<file path="src/design/gbn_pkg.sv">
// Shared types, codes and constants for the go-back-n sender window.
`default_nettype none
package gbn_pkg;

  localparam int WINDOW    = 8;
  localparam int SEQ_SPACE = 32;
  localparam int SEQ_W     = 5;
  localparam int CNT_W     = 4;
  localparam int OP_W      = 2;
  localparam int KIND_W    = 3;
  localparam int TMR_W     = 16;
  localparam int IN_DATA_W  = 8;
  localparam int OUT_DATA_W = 16;

  localparam logic [TMR_W-1:0] TIMEOUT_RESET = TMR_W'(1000);

  typedef enum logic [OP_W-1:0] {
    OP_SEND = 2'd0,
    OP_ACK  = 2'd1,
    OP_TICK = 2'd2,
    OP_RSVD = 2'd3
  } op_t;

  typedef enum logic [KIND_W-1:0] {
    KIND_TX_NEW  = 3'd0,
    KIND_RETX    = 3'd1,
    KIND_ACK     = 3'd2,
    KIND_REFUSED = 3'd3,
    KIND_IDLE    = 3'd4
  } kind_t;

  typedef enum logic {
    ST_IDLE,
    ST_EMIT
  } ctrl_state_t;

  typedef struct packed {
    logic load;
    logic step;
  } gbn_cmd_t;

  typedef struct packed {
    logic last;
  } gbn_sts_t;

endpackage
`default_nettype wire

</file>
<file path="src/design/gbn_ctrl.sv">
// Handshake controller: accepts one item, then drives out its result items.
`default_nettype none
module gbn_ctrl (
  input  wire logic              clk,
  input  wire logic              rst_n,
  input  wire logic              in_tvalid,
  output logic                   in_tready,
  output logic                   out_tvalid,
  input  wire logic              out_tready,
  input  wire gbn_pkg::gbn_sts_t sts,
  output gbn_pkg::gbn_cmd_t      cmd
);
  import gbn_pkg::*;

  ctrl_state_t state_r, state_nxt;

  always_ff @(posedge clk) begin
    if (!rst_n) begin
      state_r <= ST_IDLE;
    end else begin
      state_r <= state_nxt;
    end
  end

  always_comb begin
    state_nxt  = state_r;
    in_tready  = 1'b0;
    out_tvalid = 1'b0;
    cmd        = '0;
    unique case (state_r)
      ST_IDLE: begin
        in_tready = 1'b1;
        if (in_tvalid) begin
          cmd.load  = 1'b1;
          state_nxt = ST_EMIT;
        end
      end
      ST_EMIT: begin
        out_tvalid = 1'b1;
        if (out_tready) begin
          // advance through a retransmit run, else return for the next item
          if (sts.last) begin
            state_nxt = ST_IDLE;
          end else begin
            cmd.step = 1'b1;
          end
        end
      end
      default: state_nxt = ST_IDLE;
    endcase
  end

endmodule
`default_nettype wire

</file>
<file path="src/design/gbn_dp.sv">
// Window state, retransmit timer and the result register.
`default_nettype none
module gbn_dp (
  input  wire logic                        clk,
  input  wire logic                        rst_n,
  input  wire gbn_pkg::gbn_cmd_t           cmd,
  output gbn_pkg::gbn_sts_t                sts,
  input  wire logic                        cfg_we,
  input  wire logic [gbn_pkg::TMR_W-1:0]   cfg_wdata,
  input  wire logic [gbn_pkg::OP_W-1:0]    op,
  input  wire logic [gbn_pkg::SEQ_W-1:0]   ack_seq,
  output logic [gbn_pkg::KIND_W-1:0]       kind,
  output logic [gbn_pkg::SEQ_W-1:0]        seq,
  output logic [gbn_pkg::CNT_W-1:0]        released,
  output logic [gbn_pkg::CNT_W-1:0]        outstanding,
  output logic                             last
);
  import gbn_pkg::*;

  logic [TMR_W-1:0] timeout_r;
  logic [SEQ_W-1:0] base_r, base_nxt;
  logic [SEQ_W-1:0] next_r, next_nxt;
  logic [CNT_W-1:0] flight_r, flight_nxt;
  logic             tmr_on_r, tmr_on_nxt;
  logic [TMR_W-1:0] tmr_cnt_r, tmr_cnt_nxt;

  logic [KIND_W-1:0] kind_r, kind_nxt;
  logic [SEQ_W-1:0]  seq_r, seq_nxt;
  logic [CNT_W-1:0]  rel_r, rel_nxt;
  logic [CNT_W-1:0]  outst_r, outst_nxt;
  logic              last_r, last_nxt;
  logic [CNT_W-1:0]  left_r, left_nxt;

  logic [SEQ_W:0]   ack_ext, base_ext, diff_ext, bsum;
  logic [SEQ_W-1:0] ack_gap;
  logic [CNT_W-1:0] rel_cnt, flight_after;
  logic [TMR_W-1:0] tmr_lim, tmr_inc;
  logic [SEQ_W:0]   seq_inc;

  // wrap-aware distance from base to the acked sequence
  always_comb begin
    ack_ext  = {1'b0, ack_seq};
    base_ext = {1'b0, base_r};
    if (ack_ext >= base_ext) begin
      diff_ext = ack_ext - base_ext;
    end else begin
      diff_ext = ack_ext + (SEQ_W+1)'(SEQ_SPACE) - base_ext;
    end
    ack_gap = diff_ext[SEQ_W-1:0];
  end

  always_comb begin
    tmr_lim = (timeout_r == '0) ? TMR_W'(1) : timeout_r;
    tmr_inc = tmr_cnt_r + TMR_W'(1);
    seq_inc = {1'b0, seq_r} + (SEQ_W+1)'(1);
  end

  always_comb begin
    base_nxt    = base_r;
    next_nxt    = next_r;
    flight_nxt  = flight_r;
    tmr_on_nxt  = tmr_on_r;
    tmr_cnt_nxt = tmr_cnt_r;
    kind_nxt    = kind_r;
    seq_nxt     = seq_r;
    rel_nxt     = rel_r;
    outst_nxt   = outst_r;
    last_nxt    = last_r;
    left_nxt    = left_r;
    rel_cnt     = '0;
    flight_after = flight_r;
    bsum        = '0;

    if (cmd.load) begin
      kind_nxt  = KIND_IDLE;
      seq_nxt   = '0;
      rel_nxt   = '0;
      outst_nxt = flight_r;
      last_nxt  = 1'b1;
      left_nxt  = '0;
      unique case (op_t'(op))
        OP_SEND: begin
          if ({1'b0, flight_r} >= (CNT_W+1)'(WINDOW)) begin
            kind_nxt = KIND_REFUSED;
          end else begin
            kind_nxt   = KIND_TX_NEW;
            seq_nxt    = next_r;
            next_nxt   = ({1'b0, next_r} == (SEQ_W+1)'(SEQ_SPACE - 1)) ? '0
                         : next_r + SEQ_W'(1);
            flight_nxt = flight_r + CNT_W'(1);
            outst_nxt  = flight_r + CNT_W'(1);
            if (!tmr_on_r) begin
              tmr_on_nxt  = 1'b1;
              tmr_cnt_nxt = '0;
            end
          end
        end
        OP_ACK: begin
          if ({1'b0, ack_gap} < (SEQ_W+1)'(flight_r)) begin
            rel_cnt = CNT_W'(ack_gap) + CNT_W'(1);
          end
          flight_after = flight_r - rel_cnt;
          bsum = {1'b0, base_r} + (SEQ_W+1)'(rel_cnt);
          if (bsum >= (SEQ_W+1)'(SEQ_SPACE)) begin
            bsum = bsum - (SEQ_W+1)'(SEQ_SPACE);
          end
          base_nxt   = bsum[SEQ_W-1:0];
          flight_nxt = flight_after;
          kind_nxt   = KIND_ACK;
          rel_nxt    = rel_cnt;
          outst_nxt  = flight_after;
          if (!tmr_on_r && flight_after != '0) begin
            tmr_on_nxt  = 1'b1;
            tmr_cnt_nxt = '0;
          end
        end
        OP_TICK: begin
          if (tmr_on_r) begin
            if (tmr_inc < tmr_lim) begin
              tmr_cnt_nxt = tmr_inc;
            end else begin
              // expiry: restart only when entries remain, replay from base
              tmr_cnt_nxt = '0;
              tmr_on_nxt  = (flight_r != '0);
              if (flight_r != '0) begin
                kind_nxt = KIND_RETX;
                seq_nxt  = base_r;
                last_nxt = (flight_r == CNT_W'(1));
                left_nxt = flight_r - CNT_W'(1);
              end
            end
          end
        end
        OP_RSVD: begin
          kind_nxt = KIND_IDLE;
        end
        default: kind_nxt = KIND_IDLE;
      endcase
    end else if (cmd.step) begin
      // next retransmit of the run
      seq_nxt  = (seq_inc >= (SEQ_W+1)'(SEQ_SPACE)) ? '0 : seq_inc[SEQ_W-1:0];
      left_nxt = left_r - CNT_W'(1);
      last_nxt = (left_r == CNT_W'(1));
    end
  end

  always_ff @(posedge clk) begin
    if (!rst_n) begin
      timeout_r <= TIMEOUT_RESET;
      base_r    <= '0;
      next_r    <= '0;
      flight_r  <= '0;
      tmr_on_r  <= 1'b0;
      tmr_cnt_r <= '0;
    end else begin
      if (cfg_we) begin
        timeout_r <= cfg_wdata;
      end
      base_r    <= base_nxt;
      next_r    <= next_nxt;
      flight_r  <= flight_nxt;
      tmr_on_r  <= tmr_on_nxt;
      tmr_cnt_r <= tmr_cnt_nxt;
    end
  end

  always_ff @(posedge clk) begin
    kind_r  <= kind_nxt;
    seq_r   <= seq_nxt;
    rel_r   <= rel_nxt;
    outst_r <= outst_nxt;
    last_r  <= last_nxt;
    left_r  <= left_nxt;
  end

  assign kind        = kind_r;
  assign seq         = seq_r;
  assign released    = rel_r;
  assign outstanding = outst_r;
  assign last        = last_r;
  assign sts.last    = last_r;

endmodule
`default_nettype wire

</file>
<file path="src/design/go_back_n_sender_window.sv">
// Top level of the go-back-n sender window: stream ports, controller and datapath.
//
// Go-Back-N sender window control. Each input item is a send offer, a
// cumulative ack or a timer tick; the block tracks the oldest unacked
// sequence, the next sequence, the count in flight (window 8, sequence
// space 32) and a retransmit timer of cfg_wdata ticks (reset 1000, zero
// acts as one). Every item yields one result item, except a timer expiry
// with entries outstanding, which yields one retransmit item per entry,
// oldest first, with tlast on the final one. Items are handled one at a
// time: the item is taken, its results are loaded into the output
// register, and each result is held until taken; a new item is not
// accepted until the last result item of the one before has been taken.
// The controller state machine sequences these steps; the datapath
// computes each ack release and each timer update combinationally and
// registers it when the item is taken. Write the timeout register only
// while the block is idle.
`default_nettype none
module go_back_n_sender_window (
  input  wire logic        clk,
  input  wire logic        rst_n,
  // configuration: timeout_ticks
  input  wire logic        cfg_we,
  input  wire logic [15:0] cfg_wdata,
  // input items
  input  wire logic        in_tvalid,
  output logic             in_tready,
  input  wire logic [7:0]  in_tdata,   // [4:0] ack_seq, [7:5] zero
  input  wire logic [1:0]  in_tuser,   // [1:0] op
  // result items
  output logic             out_tvalid,
  input  wire logic        out_tready,
  output logic [15:0]      out_tdata,  // [4:0] seq, [8:5] released, [12:9] outstanding
  output logic [2:0]       out_tuser,  // [2:0] kind
  output logic             out_tlast
);
  import gbn_pkg::*;

  gbn_cmd_t cmd;
  gbn_sts_t sts;

  logic [SEQ_W-1:0] res_seq;
  logic [CNT_W-1:0] res_rel;
  logic [CNT_W-1:0] res_outst;

  gbn_ctrl u_ctrl (
    .clk        (clk),
    .rst_n      (rst_n),
    .in_tvalid  (in_tvalid),
    .in_tready  (in_tready),
    .out_tvalid (out_tvalid),
    .out_tready (out_tready),
    .sts        (sts),
    .cmd        (cmd)
  );

  gbn_dp u_dp (
    .clk         (clk),
    .rst_n       (rst_n),
    .cmd         (cmd),
    .sts         (sts),
    .cfg_we      (cfg_we),
    .cfg_wdata   (cfg_wdata),
    .op          (in_tuser),
    .ack_seq     (in_tdata[4:0]),
    .kind        (out_tuser),
    .seq         (res_seq),
    .released    (res_rel),
    .outstanding (res_outst),
    .last        (out_tlast)
  );

  // pack result fields, lowest field first, pad to whole bytes
  assign out_tdata = {3'b000, res_outst, res_rel, res_seq};

endmodule
`default_nettype wire
</file>
<file path="config.mk">
export PLATFORM = sky130hd
export DESIGN_NAME = go_back_n_sender_window
export DESIGN_NICKNAME = d
export VERILOG_FILES = /design/src/design/gbn_pkg.sv /design/src/design/gbn_ctrl.sv /design/src/design/gbn_dp.sv /design/src/design/go_back_n_sender_window.sv
export SDC_FILE = /design/constraint.sdc
export NUM_CORES = 1
export LEC_CHECK = 0
export ABC_AREA = 1
export BUFFER_PORTS_ARGS = -buffer_cell sky130_fd_sc_hd__buf_2
export CORE_MARGIN = 4
export CORE_UTILIZATION = 30
export CTS_CLUSTER_SIZE = 40
export DETAILED_ROUTE_END_ITERATION = 8
export PLACE_DENSITY = 0.52
export SLEW_MARGIN = 25
export SYNTH_ARGS = -nofsm -noshare
export SYNTH_HDL_FRONTEND = slang
export SYNTH_HIERARCHICAL = 1
export SYNTH_SLANG_ARGS = --single-unit
</file>
<file path="constraint.sdc">
create_clock -name clk -period 4.62 [get_ports clk]
set_input_delay 0 -clock clk [delete_from_list [all_inputs] [get_ports clk]]
set_output_delay 0 -clock clk [all_outputs]
set_load 0.1 [all_outputs]
</file>
# Word level (Yosys, flattened, before mapping)
# Cells that the tools add are included.
[totals] register_bits=69 output_inout_bits=22 input_bits=31
[op_classes] bitwise_logic=2 muxes=54 reduce_logical=12 n_eq_ne=10 add_sub_neg=13 order_cmp=6
[op_table] op="16-bit 2-to-1 mux" count=6
[op_table] op="5-bit 2-to-1 mux" count=10
[op_table] op="16-bit case mux with 3 select lines" count=1
[op_table] op="4-bit 2-to-1 mux" count=10
[op_table] op="1-bit 2-to-1 mux" count=18
[op_table] op="16-bit by 1-bit adder with 16-bit output (second input constant)" count=1
[op_table] op="16-bit logical NOT" count=1
[op_table] op="16-bit less-than comparator" count=1
[op_table] op="6-bit greater-or-equal comparator (second input constant)" count=2
[op_table] op="3-bit case mux with 4 select lines" count=1
[op_table] op="5-bit by 1-bit adder with 5-bit output (second input constant)" count=2
[op_table] op="5-bit case mux with 2 select lines" count=1
[op_table] op="5-bit subtractor" count=2
[op_table] op="3-bit 2-to-1 mux" count=3
[op_table] op="4-bit by 1-bit adder with 4-bit output (second input constant)" count=2
[op_table] op="4-bit by 1-bit == test with 1-bit output (second input constant)" count=2
[op_table] op="4-bit case mux with 2 select lines" count=1
[op_table] op="4-bit nonzero test" count=2
[op_table] op="4-bit by 1-bit subtractor with 4-bit output (second input constant)" count=2
[op_table] op="5-bit by 1-bit adder with 6-bit output (second input constant)" count=1
[op_table] op="5-bit by 4-bit adder with 6-bit output" count=1
[op_table] op="6-bit AND reduction" count=1
[op_table] op="5-bit == test (second input constant)" count=1
[op_table] op="5-bit greater-or-equal comparator" count=1
[op_table] op="other kinds (20)" count=24

# Logic depth before layout (Yosys ltp)
[depth] word_depth=12 mapped_depth=31 depth_no_buf=30

# By module
# The synthesis kept the hierarchy.
[by_module_without_submodules] module="gbn_dp" cells_per_inst=577 n_inst=1 area_each_um2=4352.9
[by_module_without_submodules] module="gbn_ctrl" cells_per_inst=10 n_inst=1 area_each_um2=57.6
[by_module_without_submodules] module="go_back_n_sender_window" cells_per_inst=4 n_inst=1 area_each_um2=26.3

# Worst setup path after synthesis
# OpenSTA, ideal clock, no wires.
[synth_timing] kind="reg2reg" start="reg u_dp.base_r[0]" end="reg u_dp.tmr_cnt_r[12]" setup_time_ns=0.132 n_path_buf=1 period_less_slack_ns=3.839 path_stages_with_launch=31 t_arrival_ns=3.706 path_slack_ns=0.781 cell_sequence="dfxtp_1 > ha_1 > inv_1 > fa_1 > xnor2_1 > inv_1 > ha_1 > nand2_1 > nand2_1 > nand2_1 > nand3b_1 > nor2_2 > inv_1 > nor2_1 > inv_1 > ha_1 > nand3b_1 > nand2_1 > nand2_1 > nand2_1 > inv_1 > nand3_1 > nand3_2 > nand2_2 > nand2_4 > nand2_4 > nor2_8 > inv_4 > buf_6 > nand2_1 > a21oi_1"
[synth_via] elab_chain_len=11 elab_cells_between_ends=14 cone_classes="add/sub (4); order compare (2); eq/ne (1); mux (4); reduce/logical (3)"
[synth_rtl] element="from (decl)" line_no="gbn_dp.sv:21" rtl="logic [SEQ_W-1:0] base_r, base_nxt;"
[synth_rtl] element="from (signal assigned)" line_no="gbn_dp.sv:159" rtl="base_r <= base_nxt;"
[synth_rtl] element="5-bit subtractor (tied with other cells)" line_no="gbn_dp.sv:47" rtl="diff_ext = ack_ext + (SEQ_W+1)'(SEQ_SPACE) - base_ext;"
[synth_rtl] element="5-bit 2-to-1 mux (*)" line_no="gbn_dp.sv:44" rtl="if (ack_ext >= base_ext) begin"
[synth_rtl] element="4-bit by 1-bit adder with 4-bit output or 5-bit by 4-bit less-than comparator with 1-bit output (tied branches)" line_no="gbn_dp.sv:100, gbn_dp.sv:99"
[synth_rtl] element="4-bit 2-to-1 mux (*)" line_no="gbn_dp.sv:99" rtl="if ({1'b0, ack_gap} < (SEQ_W+1)'(flight_r)) begin"
[synth_rtl] element="4-bit 2-to-1 mux (*)" line_no="gbn_dp.sv:81" rtl="unique case (op_t'(op))"
[synth_rtl] element="4-bit 2-to-1 mux (*)" line_no="gbn_dp.sv:74" rtl="if (cmd.load) begin"
[synth_rtl] element="4-bit subtractor (*)" line_no="gbn_dp.sv:102" rtl="flight_after = flight_r - rel_cnt;"
[synth_rtl] element="4-bit nonzero test (*)" line_no="gbn_dp.sv:112" rtl="if (!tmr_on_r && flight_after != '0) begin"
[synth_rtl] element="1-bit logical AND (*)" line_no="gbn_dp.sv:112"
[synth_rtl] element="2-bit by 1-bit inequality test with 1-bit output (no line) (*)"
[synth_rtl] element="6-bit AND reduction (no line) (*)"
[synth_rtl] element="to (signal assigned)" line_no="gbn_dp.sv:163" rtl="tmr_cnt_r <= tmr_cnt_nxt;"
[synth_rtl] element="to (decl)" line_no="gbn_dp.sv:25" rtl="logic [TMR_W-1:0] tmr_cnt_r, tmr_cnt_nxt;"
# Mark *: on every way between the ends. The rest lies on a longest branch, timed or not. The select of a mux whose other input is x is not followed.
# A chain may end at the register's enable or synchronous reset.

# Worst setup path in the final report
[layout_timing] start="reg u_dp.base_r[0]" end="reg u_dp.tmr_cnt_r[10]"
# Same word-level chain as after synthesis.

==> out/qor.csv <==
stage;metric;value;unit
status;outcome;finished clean;
clock_network;CTS buffer count;9;
power;peak supply drop;0.167;mV
clock_network;clock sink count;69;
critical_path;r2r endpoint;u_dp/tmr_cnt_r[10]$_SDFFE_PN0P_;
cells_and_area;commonest non-fill, non-tap cell in the layout;nand2_1;
place;post-placement cell count;809;
critical_path;Setup crit start kind;register;
synthesis;Post-synth EDFFs;21;
floorplan;core area;0.0145;mm^2
power;pwr dens;350;mW/mm^2
critical_path;most used cell, CP;nand2_1;
synthesis;Synth area leaders;dfxtp_1, edfxtp_1, ha_1;
critical_path;CP arrival;4.53;ns
clock_network;CTS tree;done;
synthesis;register bit total from synthesis;69;
timing;setup slack after layout;0.326;ns
detailed_routing;Via density;4.66;
floorplan;IO Pins;53;
timing;worst slew pin tran;0.805;ns
run;max-cap violation count;0;
grt;GR peak layer;met2;
synthesis;Avg Inst Size Synth;7.51;um^2
clock_network;worst skew pair latency;0.34;ns
timing;Final min period;4.29;ns
clock_network;Clock Root Buffer;clkbuf_16;
critical_path;Setup crit end kind;register;
place;Final Wtd Congestion;0.846;
synthesis;synthesized cell area;0.00444;mm^2
hold_path;Hold Startpoint;cfg_we;
grt;number of global-route vias before repair;3676;
critical_path;worst-path fanout max;10;
grt;largest net degree at the start of global routing;28;
critical_path;max incr delay on CP;0.42;ns
critical_path;Worst R2R Path Depth;29;
critical_path;launching point of the worst reg2reg path;u_dp/base_r[0]$_SDFFE_PN0P_;
detailed_routing;Post-route DRC;0;
grt;GR Util met2;22.3;%
detailed_routing;number of DRC markers in iteration 0;261;
hold_path;worst hold path type;in -> reg;
synthesis;total number of yosys warnings;6;
clock_network;CTS max path bufs;2;
synthesis;asr flop ratio synth;0;%
synthesis;post-synth cell types;41;
clock_network;Worst-path clk slew;0.06;ns
floorplan;FP Rows;44;
hold_path;hold depth;2;
cells_and_area;final net count;730;
detailed_routing;TritonRoute pass-1 iters;4;
power;Leakage;2.44;nW
timing;Slew headroom;46.0;%
cells_and_area;Ant. Diodes;0;
floorplan;die area;0.0168;mm^2
timing;Slew Viols, Final;0;
place;Setup WS pre-CTS;0.290;ns
detailed_routing;total number of vias;3944;
synthesis;register area share after synthesis;35.9;%
grt;grt met3 use;2.84;%
timing;fmax;233;MHz
grt;first-pass GRT wire length;17300;um
critical_path;WP data required;4.85;ns
hold_path;Hold Crit Endpoint;u_dp/timeout_r[3]$_SDFFE_PN1P_;
cells_and_area;most frequent cells in the layout;nand2_1, inv_1, nor2_1;
grt;total congestion overflow;0;
floorplan;Die Ht;130;um
cells_and_area;Area Growth Syn to Fin;20.8;%
floorplan;Initial Utilization;30.5;%
floorplan;die width;130;um
critical_path;CP max stage cell;fa_1;
timing;Final Hold Vio Count;0;
grt;met1 GRT Util;15.6;%
synthesis;Synth area leader;dfxtp_1;
clock_network;H-tree depth;3;
timing;final cycle utilization of the critical path;92.9;%
timing;Finish-stage setup viols;0;
synthesis;Primary FF master, synth;dfxtp_1;
place;hpwl dp;8110;um
cells_and_area;fin cells;846;
critical_path;FF-to-FF setup slack;0.33;ns
synthesis;Yosys top cell area share;21.7;%
cells_and_area;share of cells above drive strength 1;13.3;%
timing;Clock Skew;0.0103;ns
grt;initial antenna violation count;0;
detailed_routing;post-route ant nets;0;
place;Buffers on Ports;46;
grt;GRT Total Usage;12.8;%
detailed_routing;total wire length;10600;um
critical_path;CP Class;reg -> reg;
detailed_routing;Routed WL per cell;12.5;um
synthesis;synthesized instance count;591;
==> cell families (layout without fill, tap and decap cells) <==
kind of cell | count (synthesis) | count (layout) | synth area share [%]
AOI/OAI and AO/OA | 101 | 101 | 12.0
xor gates and xnor gates | 21 | 21 | 4.15
adders and majority gates | 42 | 42 | 12.4
buffers and inverters | 103 | 172 | 9.59
DFF | 69 | 69 | 35.9
other | 1 | 3 | 0.0845
and+or+nand+nor | 254 | 254 | 25.9
==> registers in the layout, summed over array words and instances, names as in the netlist, 3 cells and up <==
| name | flops |
|---|---|
| u_dp/base_r | 5 |
| u_dp/flight_r | 4 |
| u_dp/kind | 3 |
| u_dp/left_r | 4 |
| u_dp/next_r | 5 |
| u_dp/outstanding | 4 |
| u_dp/released | 4 |
| u_dp/seq | 5 |
| u_dp/timeout_r | 16 |
| u_dp/tmr_cnt_r | 16 |
==> final cells by class <==
type	instances	area, um^2
clock inverters	5	76.3
repair buffers	70	465
fillers	1562	9180
well taps	184	230
multi-input cells	421	2440
flip-flops and latches	69	1590
inverters	86	325
clock buffers	11	233
==> metrics by stage <==
step	TNS [ns]	hold WS [ns]	area [um^2]	util [%]	total power, mW
6_report	0	0.0266	5360	36.9	1.87
5_1_grt	-0.00629	0.0499	5360	36.9	1.97
4_1_cts	0	0.0215	5310	36.5	1.89
3_5_place_dp	0	0.219	4830	33.2	1.14
3_3_place_gp	0	0.215	4830	33.2	1.14
2_1_floorplan	0	0.122	4440	-	1.06
==> worst max-delay path by stage <==
| stage | startpoint | to | slack (ns) | cells past startpoint |
|---|---|---|---|---|
| 2_1_floorplan | u_dp/base_r[0]$_SDFFE_PN0P_ | u_dp/tmr_cnt_r[12]$_SDFFE_PN0P_ | 0.78 | 30 |
| 3_3_place_gp | u_dp/base_r[0]$_SDFFE_PN0P_ | u_dp/tmr_cnt_r[15]$_SDFFE_PN0P_ | 0.43 | 29 |
| 3_5_place_dp | u_dp/base_r[0]$_SDFFE_PN0P_ | u_dp/tmr_cnt_r[3]$_SDFFE_PN0P_ | 0.29 | 29 |
| 4_1_cts | u_dp/base_r[0]$_SDFFE_PN0P_ | u_dp/tmr_cnt_r[3]$_SDFFE_PN0P_ | 0.28 | 29 |
| 5_1_grt | u_dp/base_r[0]$_SDFFE_PN0P_ | u_dp/tmr_cnt_r[11]$_SDFFE_PN0P_ | -0.005 | 29 |
| 6_report | u_dp/base_r[0]$_SDFFE_PN0P_ | u_dp/tmr_cnt_r[10]$_SDFFE_PN0P_ | 0.33 | 29 |
==> layer usage <==
layer,up-vias,part of all wire [%]
li1,2065,-
met1,1800,45
met2,69,50
met3,10,4.1
met4,0,1.0
met5,-,0
==> timing repair <==
| item | in CTS | in global routing |
|---|---|---|
| hold endpoints to repair | 16 | 0 |
| endpoints found under the setup margin | 0 | 15 |
| setup buffers | 0 | 4 |
| gates resized for setup | 0 | 1 |
| hold buffers | 17 | 0 |
==> Yosys cell counts (all sizes together), types with 3 or more instances <==
cell type / instances
buf: 8
clkbuf: 9
edfxtp: 21
ha: 39
a21oi: 53
o21ai: 39
nand3: 38
inv: 85
nor3: 10
nand3b: 3
nand4: 11
dfxtp: 48
xnor2: 3
xor2: 18
or2: 5
nand2: 124
fa: 3
nor2: 60
==> power by group <==
group / leakage, nW / switching (mW) / internal, mW
combinational: 1.69 / 0.318 / 0.137
sequential: 0.600 / 0.0265 / 0.668
clock: 0.147 / 0.255 / 0.470
==> worst max-delay path, delay by kind of cell (launching register included) <==
family	cells	cell delay, ns
adder cells (fa/ha/maj)	4	1.21
XOR/XNOR	1	0.17
buffers and inverters	6	0.50
flip-flops	1	0.41
AND/OR/NAND/NOR	16	1.55
AO/OA/AOI/OAI	2	0.33
Power figures use the tool's default switching activity.
